<file path="config.mk">
export PLATFORM = sky130hd
export DESIGN_NAME = grid_tile_placement_engine_flat
export DESIGN_NICKNAME = d
export VERILOG_FILES = /design/src/rtl/gtpe_pkg.sv /design/src/rtl/gtpe_req_if.sv /design/src/rtl/gtpe_rsp_if.sv /design/src/rtl/grid_tile_placement_engine.sv /design/src/rtl/gtpe_ram.sv /design/src/rtl/gtpe_datapath.sv /design/src/rtl/gtpe_ctrl.sv /design/src/flat_wrapper.sv
export SDC_FILE = /design/constraint.sdc
export NUM_CORES = 1
export LEC_CHECK = 0
export BUFFER_PORTS_ARGS = -buffer_cell sky130_fd_sc_hd__buf_2
export CORE_MARGIN = 2
export CORE_UTILIZATION = 55
export CTS_CLUSTER_DIAMETER = 50
export CTS_CLUSTER_SIZE = 24
export DETAILED_ROUTE_END_ITERATION = 10
export PLACE_DENSITY_LB_ADDON = 0.05
export SYNTH_ARGS = -nofsm -noshare
export SYNTH_HDL_FRONTEND = slang
export SYNTH_SLANG_ARGS = --single-unit
</file>
<file path="constraint.sdc">
create_clock -name clk -period 7.96 [get_ports clk]
set_clock_uncertainty 0.1 [all_clocks]
set_input_delay 0.398 -clock clk [delete_from_list [all_inputs] [get_ports clk]]
set_output_delay 0.398 -clock clk [all_outputs]
set_load 0.1 [all_outputs]
</file>
<file path="src/rtl/gtpe_pkg.sv">
`default_nettype none
package gtpe_pkg;

	localparam int MAX_TILES_DEF = 32;
	localparam int MAX_GRID_DEF  = 16;

	localparam int CFG_IDX_W  = 1;
	localparam int CFG_DATA_W = 5;

	localparam logic [CFG_IDX_W-1:0] REG_GRID_COLUMNS = 1'd0;
	localparam logic [CFG_IDX_W-1:0] REG_GRID_ROWS    = 1'd1;

	localparam logic [4:0] GRID_COLUMNS_RESET = 5'd4;
	localparam logic [4:0] GRID_ROWS_RESET    = 5'd3;

	localparam logic [2:0] CMD_CLEAR  = 3'd0;
	localparam logic [2:0] CMD_INSERT = 3'd1;
	localparam logic [2:0] CMD_CHECK  = 3'd2;
	localparam logic [2:0] CMD_FIND   = 3'd3;
	localparam logic [2:0] CMD_LOOKUP = 3'd4;

	typedef struct packed {
		logic [15:0] id;
		logic [3:0]  col;
		logic [3:0]  row;
		logic [4:0]  col_span;
		logic [4:0]  row_span;
	} entry_t;

	typedef struct packed {
		logic load;
		logic clear_tab;
		logic insert;
		logic walk_start;
		logic walk_run;
		logic pos_next;
		logic mark_found;
		logic publish;
	} ctl_t;

	typedef struct packed {
		logic [2:0] cmd;
		logic       bnd_fail;
		logic       first_ok;
		logic       pos_last;
		logic       walk_end;
		logic       hit;
	} sts_t;

endpackage
`default_nettype wire

</file>
<file path="src/rtl/gtpe_req_if.sv">
`default_nettype none
interface gtpe_req_if;
	logic              valid;
	logic              ready;
	logic [2:0]        cmd;
	logic [15:0]       tile_id;
	logic signed [5:0] col;
	logic signed [5:0] row;
	logic [4:0]        col_span;
	logic [4:0]        row_span;
	logic              use_exclude;

	modport source (
		output valid, cmd, tile_id, col, row, col_span, row_span, use_exclude,
		input  ready
	);
	modport sink (
		input  valid, cmd, tile_id, col, row, col_span, row_span, use_exclude,
		output ready
	);
endinterface
`default_nettype wire

</file>
<file path="src/rtl/gtpe_rsp_if.sv">
`default_nettype none
interface gtpe_rsp_if;
	logic       valid;
	logic       ready;
	logic       status;
	logic       collides;
	logic       found;
	logic [3:0] found_col;
	logic [3:0] found_row;
	logic [4:0] found_col_span;
	logic [4:0] found_row_span;

	modport source (
		output valid, status, collides, found, found_col, found_row,
		       found_col_span, found_row_span,
		input  ready
	);
	modport sink (
		input  valid, status, collides, found, found_col, found_row,
		       found_col_span, found_row_span,
		output ready
	);
endinterface
`default_nettype wire

</file>
<file path="src/rtl/grid_tile_placement_engine.sv">
// Channel  Dir  Payload
// req      in   cmd, tile_id, col, row, col_span, row_span, use_exclude
// rsp      out  status, collides, found, found_col, found_row, spans
// cfg      in   cfg_we, cfg_idx, cfg_wdata (write only)
//
// Clear and insert act in the dispatch state and publish their result from the response state.
// Check and lookup walk the stored tiles; the tile table, with separate write and
// read ports, delivers one entry per cycle and a walk stops at the first match.
// Find repeats that walk for each tried position.
// A new request beat is taken once the previous result is in the output register.
// Reset clears the table count and restores the grid size; no clearing pass.
`default_nettype none
module grid_tile_placement_engine #(
	parameter int MAX_TILES = gtpe_pkg::MAX_TILES_DEF,
	parameter int MAX_GRID  = gtpe_pkg::MAX_GRID_DEF
) (
	input  wire logic                            clk,
	input  wire logic                            arst_n,
	input  wire logic                            cfg_we,
	input  wire logic [gtpe_pkg::CFG_IDX_W-1:0]  cfg_idx,
	input  wire logic [gtpe_pkg::CFG_DATA_W-1:0] cfg_wdata,
	gtpe_req_if.sink                             req,
	gtpe_rsp_if.source                           rsp
);

	gtpe_pkg::ctl_t ctl;
	gtpe_pkg::sts_t sts;

	gtpe_ctrl u_ctrl (
		.clk      (clk),
		.arst_n   (arst_n),
		.req_valid(req.valid),
		.req_ready(req.ready),
		.rsp_valid(rsp.valid),
		.rsp_ready(rsp.ready),
		.sts      (sts),
		.ctl      (ctl)
	);

	gtpe_datapath #(
		.MAX_TILES(MAX_TILES),
		.MAX_GRID (MAX_GRID)
	) u_datapath (
		.clk               (clk),
		.arst_n            (arst_n),
		.cfg_we            (cfg_we),
		.cfg_idx           (cfg_idx),
		.cfg_wdata         (cfg_wdata),
		.in_cmd            (req.cmd),
		.in_tile_id        (req.tile_id),
		.in_col            (req.col),
		.in_row            (req.row),
		.in_col_span       (req.col_span),
		.in_row_span       (req.row_span),
		.in_use_exclude    (req.use_exclude),
		.ctl               (ctl),
		.sts               (sts),
		.out_status        (rsp.status),
		.out_collides      (rsp.collides),
		.out_found         (rsp.found),
		.out_found_col     (rsp.found_col),
		.out_found_row     (rsp.found_row),
		.out_found_col_span(rsp.found_col_span),
		.out_found_row_span(rsp.found_row_span)
	);

endmodule
`default_nettype wire

</file>
<file path="src/rtl/gtpe_ram.sv">
`default_nettype none
module gtpe_ram #(
	parameter  int WIDTH = 8,
	parameter  int DEPTH = 32,
	localparam int AW    = (DEPTH > 1) ? $clog2(DEPTH) : 1
) (
	input  wire logic             clk,
	input  wire logic             we,
	input  wire logic [AW-1:0]    waddr,
	input  wire logic [WIDTH-1:0] wdata,
	input  wire logic             re,
	input  wire logic [AW-1:0]    raddr,
	output logic      [WIDTH-1:0] rdata
);

	logic [WIDTH-1:0] mem [DEPTH];

	always_ff @(posedge clk) begin
		if (we) begin
			mem[waddr] <= wdata;
		end
		if (re) begin
			rdata <= mem[raddr];
		end
	end

endmodule
`default_nettype wire

</file>
<file path="src/rtl/gtpe_datapath.sv">
`default_nettype none
module gtpe_datapath #(
	parameter int MAX_TILES = gtpe_pkg::MAX_TILES_DEF,
	parameter int MAX_GRID  = gtpe_pkg::MAX_GRID_DEF
) (
	input  wire logic                            clk,
	input  wire logic                            arst_n,
	input  wire logic                            cfg_we,
	input  wire logic [gtpe_pkg::CFG_IDX_W-1:0]  cfg_idx,
	input  wire logic [gtpe_pkg::CFG_DATA_W-1:0] cfg_wdata,
	input  wire logic [2:0]                      in_cmd,
	input  wire logic [15:0]                     in_tile_id,
	input  wire logic signed [5:0]               in_col,
	input  wire logic signed [5:0]               in_row,
	input  wire logic [4:0]                      in_col_span,
	input  wire logic [4:0]                      in_row_span,
	input  wire logic                            in_use_exclude,
	input  wire gtpe_pkg::ctl_t                  ctl,
	output gtpe_pkg::sts_t                       sts,
	output logic                                 out_status,
	output logic                                 out_collides,
	output logic                                 out_found,
	output logic [3:0]                           out_found_col,
	output logic [3:0]                           out_found_row,
	output logic [4:0]                           out_found_col_span,
	output logic [4:0]                           out_found_row_span
);

	localparam int CW = $clog2(MAX_TILES + 1);
	localparam int AW = (MAX_TILES > 1) ? $clog2(MAX_TILES) : 1;
	localparam int EW = $bits(gtpe_pkg::entry_t);

	logic [4:0]        gcols_q, grows_q;
	logic [2:0]        cmd_q;
	logic [15:0]       id_q;
	logic signed [5:0] c_q, r_q;
	logic [4:0]        cs_q, rs_q;
	logic              skip_q;
	logic [CW-1:0]     count_q, idx_q;
	logic              vld_s1, hit_q, found_q, full_q;
	logic [4:0]        x_q, y_q;
	gtpe_pkg::entry_t  ent_q;

	logic [4:0]        gc, gr;
	logic signed [7:0] c8, r8, cs8, rs8, gc8, gr8, ce8, re8;
	logic signed [7:0] ax8, ay8, ae8, be8, tc8, tr8, te8, tbe8;
	logic              bnd_fail, overlap, id_eq, match_s1, issue, walk_end;
	logic [6:0]        nx, ny;
	logic              col_more, row_more, ram_we;
	gtpe_pkg::entry_t  wr_ent, rd_ent;
	logic [EW-1:0]     rd_raw;

	assign gc = (int'(gcols_q) > MAX_GRID) ? 5'(MAX_GRID) : gcols_q;
	assign gr = (int'(grows_q) > MAX_GRID) ? 5'(MAX_GRID) : grows_q;

	assign c8  = signed'({{2{c_q[5]}}, c_q});
	assign r8  = signed'({{2{r_q[5]}}, r_q});
	assign cs8 = signed'({3'b000, cs_q});
	assign rs8 = signed'({3'b000, rs_q});
	assign gc8 = signed'({3'b000, gc});
	assign gr8 = signed'({3'b000, gr});
	assign ce8 = c8 + cs8;
	assign re8 = r8 + rs8;
	assign bnd_fail = c_q[5] || r_q[5] || (ce8 > gc8) || (re8 > gr8);

	assign rd_ent = gtpe_pkg::entry_t'(rd_raw);
	assign ax8  = (cmd_q == gtpe_pkg::CMD_FIND) ? signed'({3'b000, x_q}) : c8;
	assign ay8  = (cmd_q == gtpe_pkg::CMD_FIND) ? signed'({3'b000, y_q}) : r8;
	assign ae8  = ax8 + cs8;
	assign be8  = ay8 + rs8;
	assign tc8  = signed'({4'b0000, rd_ent.col});
	assign tr8  = signed'({4'b0000, rd_ent.row});
	assign te8  = tc8 + signed'({3'b000, rd_ent.col_span});
	assign tbe8 = tr8 + signed'({3'b000, rd_ent.row_span});
	assign overlap = !((ae8 <= tc8) || (te8 <= ax8) || (be8 <= tr8) || (tbe8 <= ay8));
	assign id_eq = (rd_ent.id == id_q);

	always_comb begin
		case (cmd_q)
			gtpe_pkg::CMD_LOOKUP: match_s1 = vld_s1 && id_eq;
			gtpe_pkg::CMD_CHECK:  match_s1 = vld_s1 && overlap && !(skip_q && id_eq);
			gtpe_pkg::CMD_FIND:   match_s1 = vld_s1 && overlap;
			default:              match_s1 = 1'b0;
		endcase
	end

	assign issue = ctl.walk_run && !ctl.walk_start && (idx_q < count_q) &&
	               !hit_q && !match_s1;
	assign walk_end = hit_q || (!vld_s1 && (idx_q == count_q));

	assign nx = {2'b00, x_q} + 7'd1 + {2'b00, cs_q};
	assign ny = {2'b00, y_q} + 7'd1 + {2'b00, rs_q};
	assign col_more = (nx <= {2'b00, gc});
	assign row_more = (ny <= {2'b00, gr});

	assign sts.cmd      = cmd_q;
	assign sts.bnd_fail = bnd_fail;
	assign sts.first_ok = (cs_q <= gc) && (rs_q <= gr);
	assign sts.pos_last = !col_more && !row_more;
	assign sts.walk_end = walk_end;
	assign sts.hit      = hit_q;

	assign ram_we = ctl.insert && (count_q != CW'(MAX_TILES));
	assign wr_ent.id       = id_q;
	assign wr_ent.col      = c_q[3:0];
	assign wr_ent.row      = r_q[3:0];
	assign wr_ent.col_span = cs_q;
	assign wr_ent.row_span = rs_q;

	gtpe_ram #(
		.WIDTH(EW),
		.DEPTH(MAX_TILES)
	) u_table (
		.clk  (clk),
		.we   (ram_we),
		.waddr(count_q[AW-1:0]),
		.wdata(wr_ent),
		.re   (issue),
		.raddr(idx_q[AW-1:0]),
		.rdata(rd_raw)
	);

	always_ff @(posedge clk or negedge arst_n) begin
		if (!arst_n) begin
			gcols_q <= gtpe_pkg::GRID_COLUMNS_RESET;
			grows_q <= gtpe_pkg::GRID_ROWS_RESET;
			count_q <= '0;
			idx_q   <= '0;
			vld_s1  <= 1'b0;
			hit_q   <= 1'b0;
			found_q <= 1'b0;
			full_q  <= 1'b0;
		end else begin
			if (cfg_we && (cfg_idx == gtpe_pkg::REG_GRID_COLUMNS)) begin
				gcols_q <= cfg_wdata;
			end
			if (cfg_we && (cfg_idx == gtpe_pkg::REG_GRID_ROWS)) begin
				grows_q <= cfg_wdata;
			end
			if (ctl.load) begin
				hit_q   <= 1'b0;
				found_q <= 1'b0;
				full_q  <= 1'b0;
				vld_s1  <= 1'b0;
			end else if (ctl.walk_start) begin
				idx_q  <= '0;
				vld_s1 <= 1'b0;
				hit_q  <= 1'b0;
			end else begin
				vld_s1 <= issue;
				if (issue) begin
					idx_q <= idx_q + CW'(1);
				end
				if (match_s1) begin
					hit_q <= 1'b1;
				end
			end
			if (ctl.clear_tab) begin
				count_q <= '0;
			end
			if (ctl.insert) begin
				if (ram_we) begin
					count_q <= count_q + CW'(1);
				end else begin
					full_q <= 1'b1;
				end
			end
			if (ctl.mark_found) begin
				found_q <= 1'b1;
			end
		end
	end

	always_ff @(posedge clk) begin
		if (ctl.load) begin
			cmd_q  <= in_cmd;
			id_q   <= in_tile_id;
			c_q    <= in_col;
			r_q    <= in_row;
			cs_q   <= in_col_span;
			rs_q   <= in_row_span;
			skip_q <= in_use_exclude;
			x_q    <= '0;
			y_q    <= '0;
		end else if (ctl.pos_next) begin
			if (col_more) begin
				x_q <= x_q + 5'd1;
			end else begin
				x_q <= '0;
				y_q <= y_q + 5'd1;
			end
		end
		if (match_s1 && !hit_q && !ctl.walk_start) begin
			ent_q <= rd_ent;
		end
		if (ctl.publish) begin
			out_status         <= (cmd_q == gtpe_pkg::CMD_INSERT) && full_q;
			out_collides       <= (cmd_q == gtpe_pkg::CMD_CHECK) && (bnd_fail || hit_q);
			out_found          <= 1'b0;
			out_found_col      <= '0;
			out_found_row      <= '0;
			out_found_col_span <= '0;
			out_found_row_span <= '0;
			if ((cmd_q == gtpe_pkg::CMD_FIND) && found_q) begin
				out_found     <= 1'b1;
				out_found_col <= x_q[3:0];
				out_found_row <= y_q[3:0];
			end
			if ((cmd_q == gtpe_pkg::CMD_LOOKUP) && hit_q) begin
				out_found          <= 1'b1;
				out_found_col      <= ent_q.col;
				out_found_row      <= ent_q.row;
				out_found_col_span <= ent_q.col_span;
				out_found_row_span <= ent_q.row_span;
			end
		end
	end

`ifndef ASSERT_OFF
	a_insert_count: assert property (@(posedge clk) disable iff (!arst_n)
		(ctl.insert && (count_q != CW'(MAX_TILES))) |=> (count_q == $past(count_q) + CW'(1)))
		else $error("insert into a table with room did not grow the count");
	a_read_in_walk: assert property (@(posedge clk) disable iff (!arst_n)
		vld_s1 |-> $past(ctl.walk_run))
		else $error("table read data arrived outside a walk");
	a_hit_sticky: assert property (@(posedge clk) disable iff (!arst_n)
		(hit_q && ctl.walk_run && !ctl.walk_start && !ctl.load) |=> hit_q)
		else $error("hit flag dropped in the middle of a walk");
	a_no_walk_out_of_grid: assert property (@(posedge clk) disable iff (!arst_n)
		(ctl.publish && (cmd_q == gtpe_pkg::CMD_CHECK) && bnd_fail) |-> !hit_q)
		else $error("out-of-grid check walked the table");
`endif

endmodule
`default_nettype wire

</file>
<file path="src/rtl/gtpe_ctrl.sv">
`default_nettype none
module gtpe_ctrl (
	input  wire logic           clk,
	input  wire logic           arst_n,
	input  wire logic           req_valid,
	output logic                req_ready,
	output logic                rsp_valid,
	input  wire logic           rsp_ready,
	input  wire gtpe_pkg::sts_t sts,
	output gtpe_pkg::ctl_t      ctl
);

	typedef enum logic [1:0] {
		S_IDLE,
		S_DISPATCH,
		S_WALK,
		S_RESP
	} state_t;

	state_t state_q, state_d;
	logic   out_vld_q;

	assign req_ready = (state_q == S_IDLE);
	assign rsp_valid = out_vld_q;

	always_comb begin
		ctl     = '0;
		state_d = state_q;
		case (state_q)
			S_IDLE: begin
				if (req_valid) begin
					ctl.load = 1'b1;
					state_d  = S_DISPATCH;
				end
			end
			S_DISPATCH: begin
				state_d = S_RESP;
				case (sts.cmd)
					gtpe_pkg::CMD_CLEAR: ctl.clear_tab = 1'b1;
					gtpe_pkg::CMD_INSERT: ctl.insert = 1'b1;
					gtpe_pkg::CMD_CHECK: begin
						if (!sts.bnd_fail) begin
							ctl.walk_start = 1'b1;
							state_d        = S_WALK;
						end
					end
					gtpe_pkg::CMD_FIND: begin
						if (sts.first_ok) begin
							ctl.walk_start = 1'b1;
							state_d        = S_WALK;
						end
					end
					gtpe_pkg::CMD_LOOKUP: begin
						ctl.walk_start = 1'b1;
						state_d        = S_WALK;
					end
					default: state_d = S_RESP;
				endcase
			end
			S_WALK: begin
				ctl.walk_run = 1'b1;
				if (sts.walk_end) begin
					state_d = S_RESP;
					if (sts.cmd == gtpe_pkg::CMD_FIND) begin
						if (!sts.hit) begin
							ctl.mark_found = 1'b1;
						end else if (!sts.pos_last) begin
							ctl.pos_next   = 1'b1;
							ctl.walk_start = 1'b1;
							state_d        = S_WALK;
						end
					end
				end
			end
			S_RESP: begin
				if (!out_vld_q || rsp_ready) begin
					ctl.publish = 1'b1;
					state_d     = S_IDLE;
				end
			end
			default: state_d = S_IDLE;
		endcase
	end

	always_ff @(posedge clk or negedge arst_n) begin
		if (!arst_n) begin
			state_q   <= S_IDLE;
			out_vld_q <= 1'b0;
		end else begin
			state_q <= state_d;
			if (ctl.publish) begin
				out_vld_q <= 1'b1;
			end else if (rsp_ready) begin
				out_vld_q <= 1'b0;
			end
		end
	end

endmodule
`default_nettype wire
</file>
<file path="src/flat_wrapper.sv">
// flat-port wrapper written by rule: the top's interface ports become plain ports
module grid_tile_placement_engine_flat 
#(
	parameter int MAX_TILES = gtpe_pkg::MAX_TILES_DEF,
	parameter int MAX_GRID  = gtpe_pkg::MAX_GRID_DEF
)
  (clk, arst_n, cfg_we, cfg_idx, cfg_wdata, req_valid, req_cmd, req_tile_id, req_col, req_row, req_col_span, req_row_span, req_use_exclude, req_ready, rsp_valid, rsp_status, rsp_collides, rsp_found, rsp_found_col, rsp_found_row, rsp_found_col_span, rsp_found_row_span, rsp_ready);
  gtpe_req_if req_i ();
  gtpe_rsp_if rsp_i ();
  input  wire logic clk;
  input  wire logic arst_n;
  input  wire logic cfg_we;
  input  wire logic [gtpe_pkg::CFG_IDX_W-1:0] cfg_idx;
  input  wire logic [gtpe_pkg::CFG_DATA_W-1:0] cfg_wdata;
  input wire logic [$bits(req_i.valid)-1:0] req_valid;
  input wire logic [$bits(req_i.cmd)-1:0] req_cmd;
  input wire logic [$bits(req_i.tile_id)-1:0] req_tile_id;
  input wire logic [$bits(req_i.col)-1:0] req_col;
  input wire logic [$bits(req_i.row)-1:0] req_row;
  input wire logic [$bits(req_i.col_span)-1:0] req_col_span;
  input wire logic [$bits(req_i.row_span)-1:0] req_row_span;
  input wire logic [$bits(req_i.use_exclude)-1:0] req_use_exclude;
  output wire logic [$bits(req_i.ready)-1:0] req_ready;
  output wire logic [$bits(rsp_i.valid)-1:0] rsp_valid;
  output wire logic [$bits(rsp_i.status)-1:0] rsp_status;
  output wire logic [$bits(rsp_i.collides)-1:0] rsp_collides;
  output wire logic [$bits(rsp_i.found)-1:0] rsp_found;
  output wire logic [$bits(rsp_i.found_col)-1:0] rsp_found_col;
  output wire logic [$bits(rsp_i.found_row)-1:0] rsp_found_row;
  output wire logic [$bits(rsp_i.found_col_span)-1:0] rsp_found_col_span;
  output wire logic [$bits(rsp_i.found_row_span)-1:0] rsp_found_row_span;
  input wire logic [$bits(rsp_i.ready)-1:0] rsp_ready;
  assign req_i.valid = req_valid;
  assign req_i.cmd = req_cmd;
  assign req_i.tile_id = req_tile_id;
  assign req_i.col = req_col;
  assign req_i.row = req_row;
  assign req_i.col_span = req_col_span;
  assign req_i.row_span = req_row_span;
  assign req_i.use_exclude = req_use_exclude;
  assign req_ready = req_i.ready;
  assign rsp_valid = rsp_i.valid;
  assign rsp_status = rsp_i.status;
  assign rsp_collides = rsp_i.collides;
  assign rsp_found = rsp_i.found;
  assign rsp_found_col = rsp_i.found_col;
  assign rsp_found_row = rsp_i.found_row;
  assign rsp_found_col_span = rsp_i.found_col_span;
  assign rsp_found_row_span = rsp_i.found_row_span;
  assign rsp_i.ready = rsp_ready;
  grid_tile_placement_engine #(.MAX_TILES(MAX_TILES), .MAX_GRID(MAX_GRID)) u_core (.clk(clk), .arst_n(arst_n), .cfg_we(cfg_we), .cfg_idx(cfg_idx), .cfg_wdata(cfg_wdata), .req(req_i), .rsp(rsp_i));
endmodule
</file>
==> run_results.csv <==
group,metric,value,unit
worst_setup_path,cpMostUsedCell,"nand2_1",
finish,drive_above_1_share,0.301,
yosys,syn-num-nets,2490,
hold_path,hold_path_class,"in -> reg",
timing,fin_crit_sh,0.681,
yosys,yosys_warnings,0,
worst_setup_path,worstPathRequired,8.28,ns
timing,fin_crit,5.42,ns
finish,fillCellCount,6139,
die,io_pins,76,
power,p_leak,18.6,nW
timing,hold_viol,0,
worst_setup_path,max_stage_delay,0.83,ns
yosys,synth.top_cells.by_area,"edfxtp_1 (72%), mux4_2 (15%), ha_1 (2.6%)",
grt,grt.busiest_layer,"met2",
die,rows,110,
drt,firstDrtPassIters,5,
cts,clkSinkCount,1242,
timing,rsz0062_at_grt,"no",
finish,n_antenna_cell,0,
grt,grt_pass1_vias,25100,
worst_setup_path,startpoint_type,"flop",
die,dieArea,93300,um^2
yosys,synth_area,50000,um^2
drt,num_vias,24700,
timing,tightestPinTransition,1.16,ns
drt,drt_iter0_markers,3036,
worst_setup_path,cp_cell_sequence,"nand2b_1 -> nor2_1 -> nand2_1 -> nand2_1 -> ha_1 -> a21oi_1 -> nand2_1 -> xnor2_1 -> ha_1 -> a21oi_1 -> o21ai_0 -> a222oi_1 -> a221oi_1 -> a21oi_2 -> and2_2 -> buf_4",
die,coreArea,90000,um^2
placed_design,io_buffer_count,75,
cts,htreeDepth,3,
cts,root_buffer,"clkbuf_16",
worst_setup_path,criticalPathCategory,"reg -> reg",
worst_setup_path,crit_path_end_kind,"flop",
power,power_density,316,nW/um^2
cts,cts_buffers,120,
yosys,syn-mean-instance-area,21.5,um^2
drt,wl,128000,um
cts,cts_setup_buffers,0,
placed_design,dp_hpwl,67600,um
outcome,status,"finished, final reports clean",
finish,multi_input_area,12500,um^2
drt,antenna_left,0,
worst_setup_path,critPathSlowestCell,"and2_2",
grt,use_met1,0.410,
yosys,synth_largest_area_cell,"edfxtp_1",
finish,register_area,37100,um^2
yosys,synth_ff_type,"edfxtp_1",
finish,layout_common_cells,"edfxtp_1 (1203), mux4_2 (340), clkbuf_16 (123)",
yosys,synth-async-reset-ratio,0.0233,
yosys,yosys.cell_types.count,69,
worst_setup_path,crit_arrival,5.74,ns
die,die_y,305,um
grt,gr-usage-met3,0.0351,
flow_run,drv_cap,0,
power,power,18.0,mW
die,initial_core_util,0.555,
cts,cts_tree,"built",
drt,avgRoutedWirePerCell,33.5,um
grt,grt_antenna_before_repair,0,
placed_design,gp_congestion,0.937,
grt,overflow,0,
drt,drcViolationCount,0,
grt,grt_use_met2,0.447,
timing,slew-limit-headroom,0.225,
power,ir_worst_vdd,0.265,mV
finish,final_nets,2714,
yosys,ys_seq_elements,1242,
grt,track_usage,0.280,
yosys,postSynthCellCount,2324,
die,fp.dieW,305,um
yosys,synth-edff-count,1203,
timing,fmax,185,MHz
yosys,yosysTopAreaCellShare,0.723,
finish,final_common_cell,"edfxtp_1",
finish,utilization,0.634,
finish,syn2layout_area_growth,14.2,%
yosys,synth_seq_area_share,0.742,
cts,path_clk_slew,0.07,ns
timing,holdWs,0.0774,ns
drt,via_per_inst,6.46,
grt,grt_max_degree,120,
grt,grt_pass1_wl,183000,um
timing,finalSetupViolations,0,
worst_setup_path,crit_fanout,25,
cts,clkLatencyLatePin,0.74,ns
timing,setup_tns,0,ns
timing,finalMaxSlewViolations,0,
cts,clockBufferDepth,3,
## cell usage after synthesis, types with 4 or more instances
cell type  number
o211ai_1        7
nand2b_1        5
nor3_1         16
and3_1         21
a22o_1         10
fa_1            8
nor2_1         56
o21ai_0        14
edfxtp_1     1203
and2_1          6
a211oi_1        4
nor2b_1        18
nand2_1        61
o21a_1          7
o22ai_1         6
buf_6           4
xnor2_1        36
ha_1          105
o31ai_1         5
buf_2          22
inv_1          63
mux2_2         45
buf_1          11
clkbuf_1       52
a21o_1         19
mux4_2        340
nand3_1        28
buf_4           5
xor2_1         12
nand4_1        17
a21oi_1        32
dfxtp_1        10
dfrtp_1        26
## routing by layer
metal	wire length, um	up-vias
li1	-	10200
met1	53000	13400
met2	62400	1041
met3	8400	188
met4	4420	0
met5	0	-
## sequential cells by signal, summed over array words and instances (netlist names), 6 cells and up
name	flops
u_core.u_datapath.u_table.rdata	34
u_core.u_datapath.u_table.mem	1088
u_core.u_datapath.ent_q	18
u_core.u_datapath.count_q	6
u_core.u_datapath.c_q	6
u_core.u_datapath.r_q	6
u_core.u_datapath.id_q	16
u_core.u_datapath.idx_q	6
## layout make-up
cell class                      count  share of cell area
Tap cell                         1176              0.0258
Timing Repair Buffer              196              0.0254
Sequential cell                  1242               0.650
Clock buffer                      127              0.0542
Inverter                           64             0.00421
Multi-Input combinational cell    924               0.219
Clock inverter                    103              0.0222
## worst max-delay path: cells and delay by family, from the launching register on
family,cells,cell delay [ns]
compound gates,6,1.48
buf+inv,1,0.32
flops,1,0.44
xor+xnor,1,0.15
simple gates,6,2.02
fa+ha+maj,2,0.59
## power breakdown
| group | switching, mW | internal [mW] |
|---|---|---|
| Clock | 2.81 | 3.29 |
| Combinational | 2.11 | 1.96 |
| Sequential | 0.302 | 7.53 |
| Total | 5.23 | 12.8 |
## repair_timing
action | 4_1_cts | 5_1_grt
hold buffers | 51 | 0
gates resized for setup | 0 | 0
endpoints found under the hold margin | 82 | 0
## metrics by stage
step | area [um^2] | std cells | worst slack, ns
4_1_cts | 57100 | 3832 | 2.55
3_5_place_dp | 52200 | 3551 | 2.56
6_report | 57100 | 3832 | 2.54
2_1_floorplan | 50000 | 2324 | 2.86
3_3_place_gp | 52200 | 3551 | 2.63
5_1_grt | 57100 | 3832 | 2.25
## logic make-up after synthesis
group                    share of synthesized area
adder cells (fa/ha/maj)                     0.0295
flip-flops                                   0.742
buffers and inverters                       0.0134
multiplexers                                 0.164
AND/OR/NAND/NOR                             0.0240
XOR/XNOR                                   0.00842
AO/OA/AOI/OAI                               0.0188
## worst paths after layout
path / from / to / slack, ns / cells past startpoint
hold reg to reg: u_core.u_datapath.u_table.rdata[3] / u_core.u_datapath.ent_q[3] / 0.37 / 0
hold / removal: cfg_idx / u_core.u_datapath.gcols_q[0] / 0.08 / 3
max in group asynchronous: arst_n / u_core.u_datapath.idx_q[4] / 7.09 / 2
setup / recovery: u_core.u_datapath.cmd_q[2] / u_core.u_datapath.u_table.rdata[33] / 2.54 / 16
setup reg to reg: u_core.u_datapath.cmd_q[2] / u_core.u_datapath.u_table.rdata[33] / 2.54 / 16
min in group asynchronous: arst_n / u_core.u_datapath.hit_q / 0.16 / 2
Note: power is estimated with default switching activity, not from simulation.
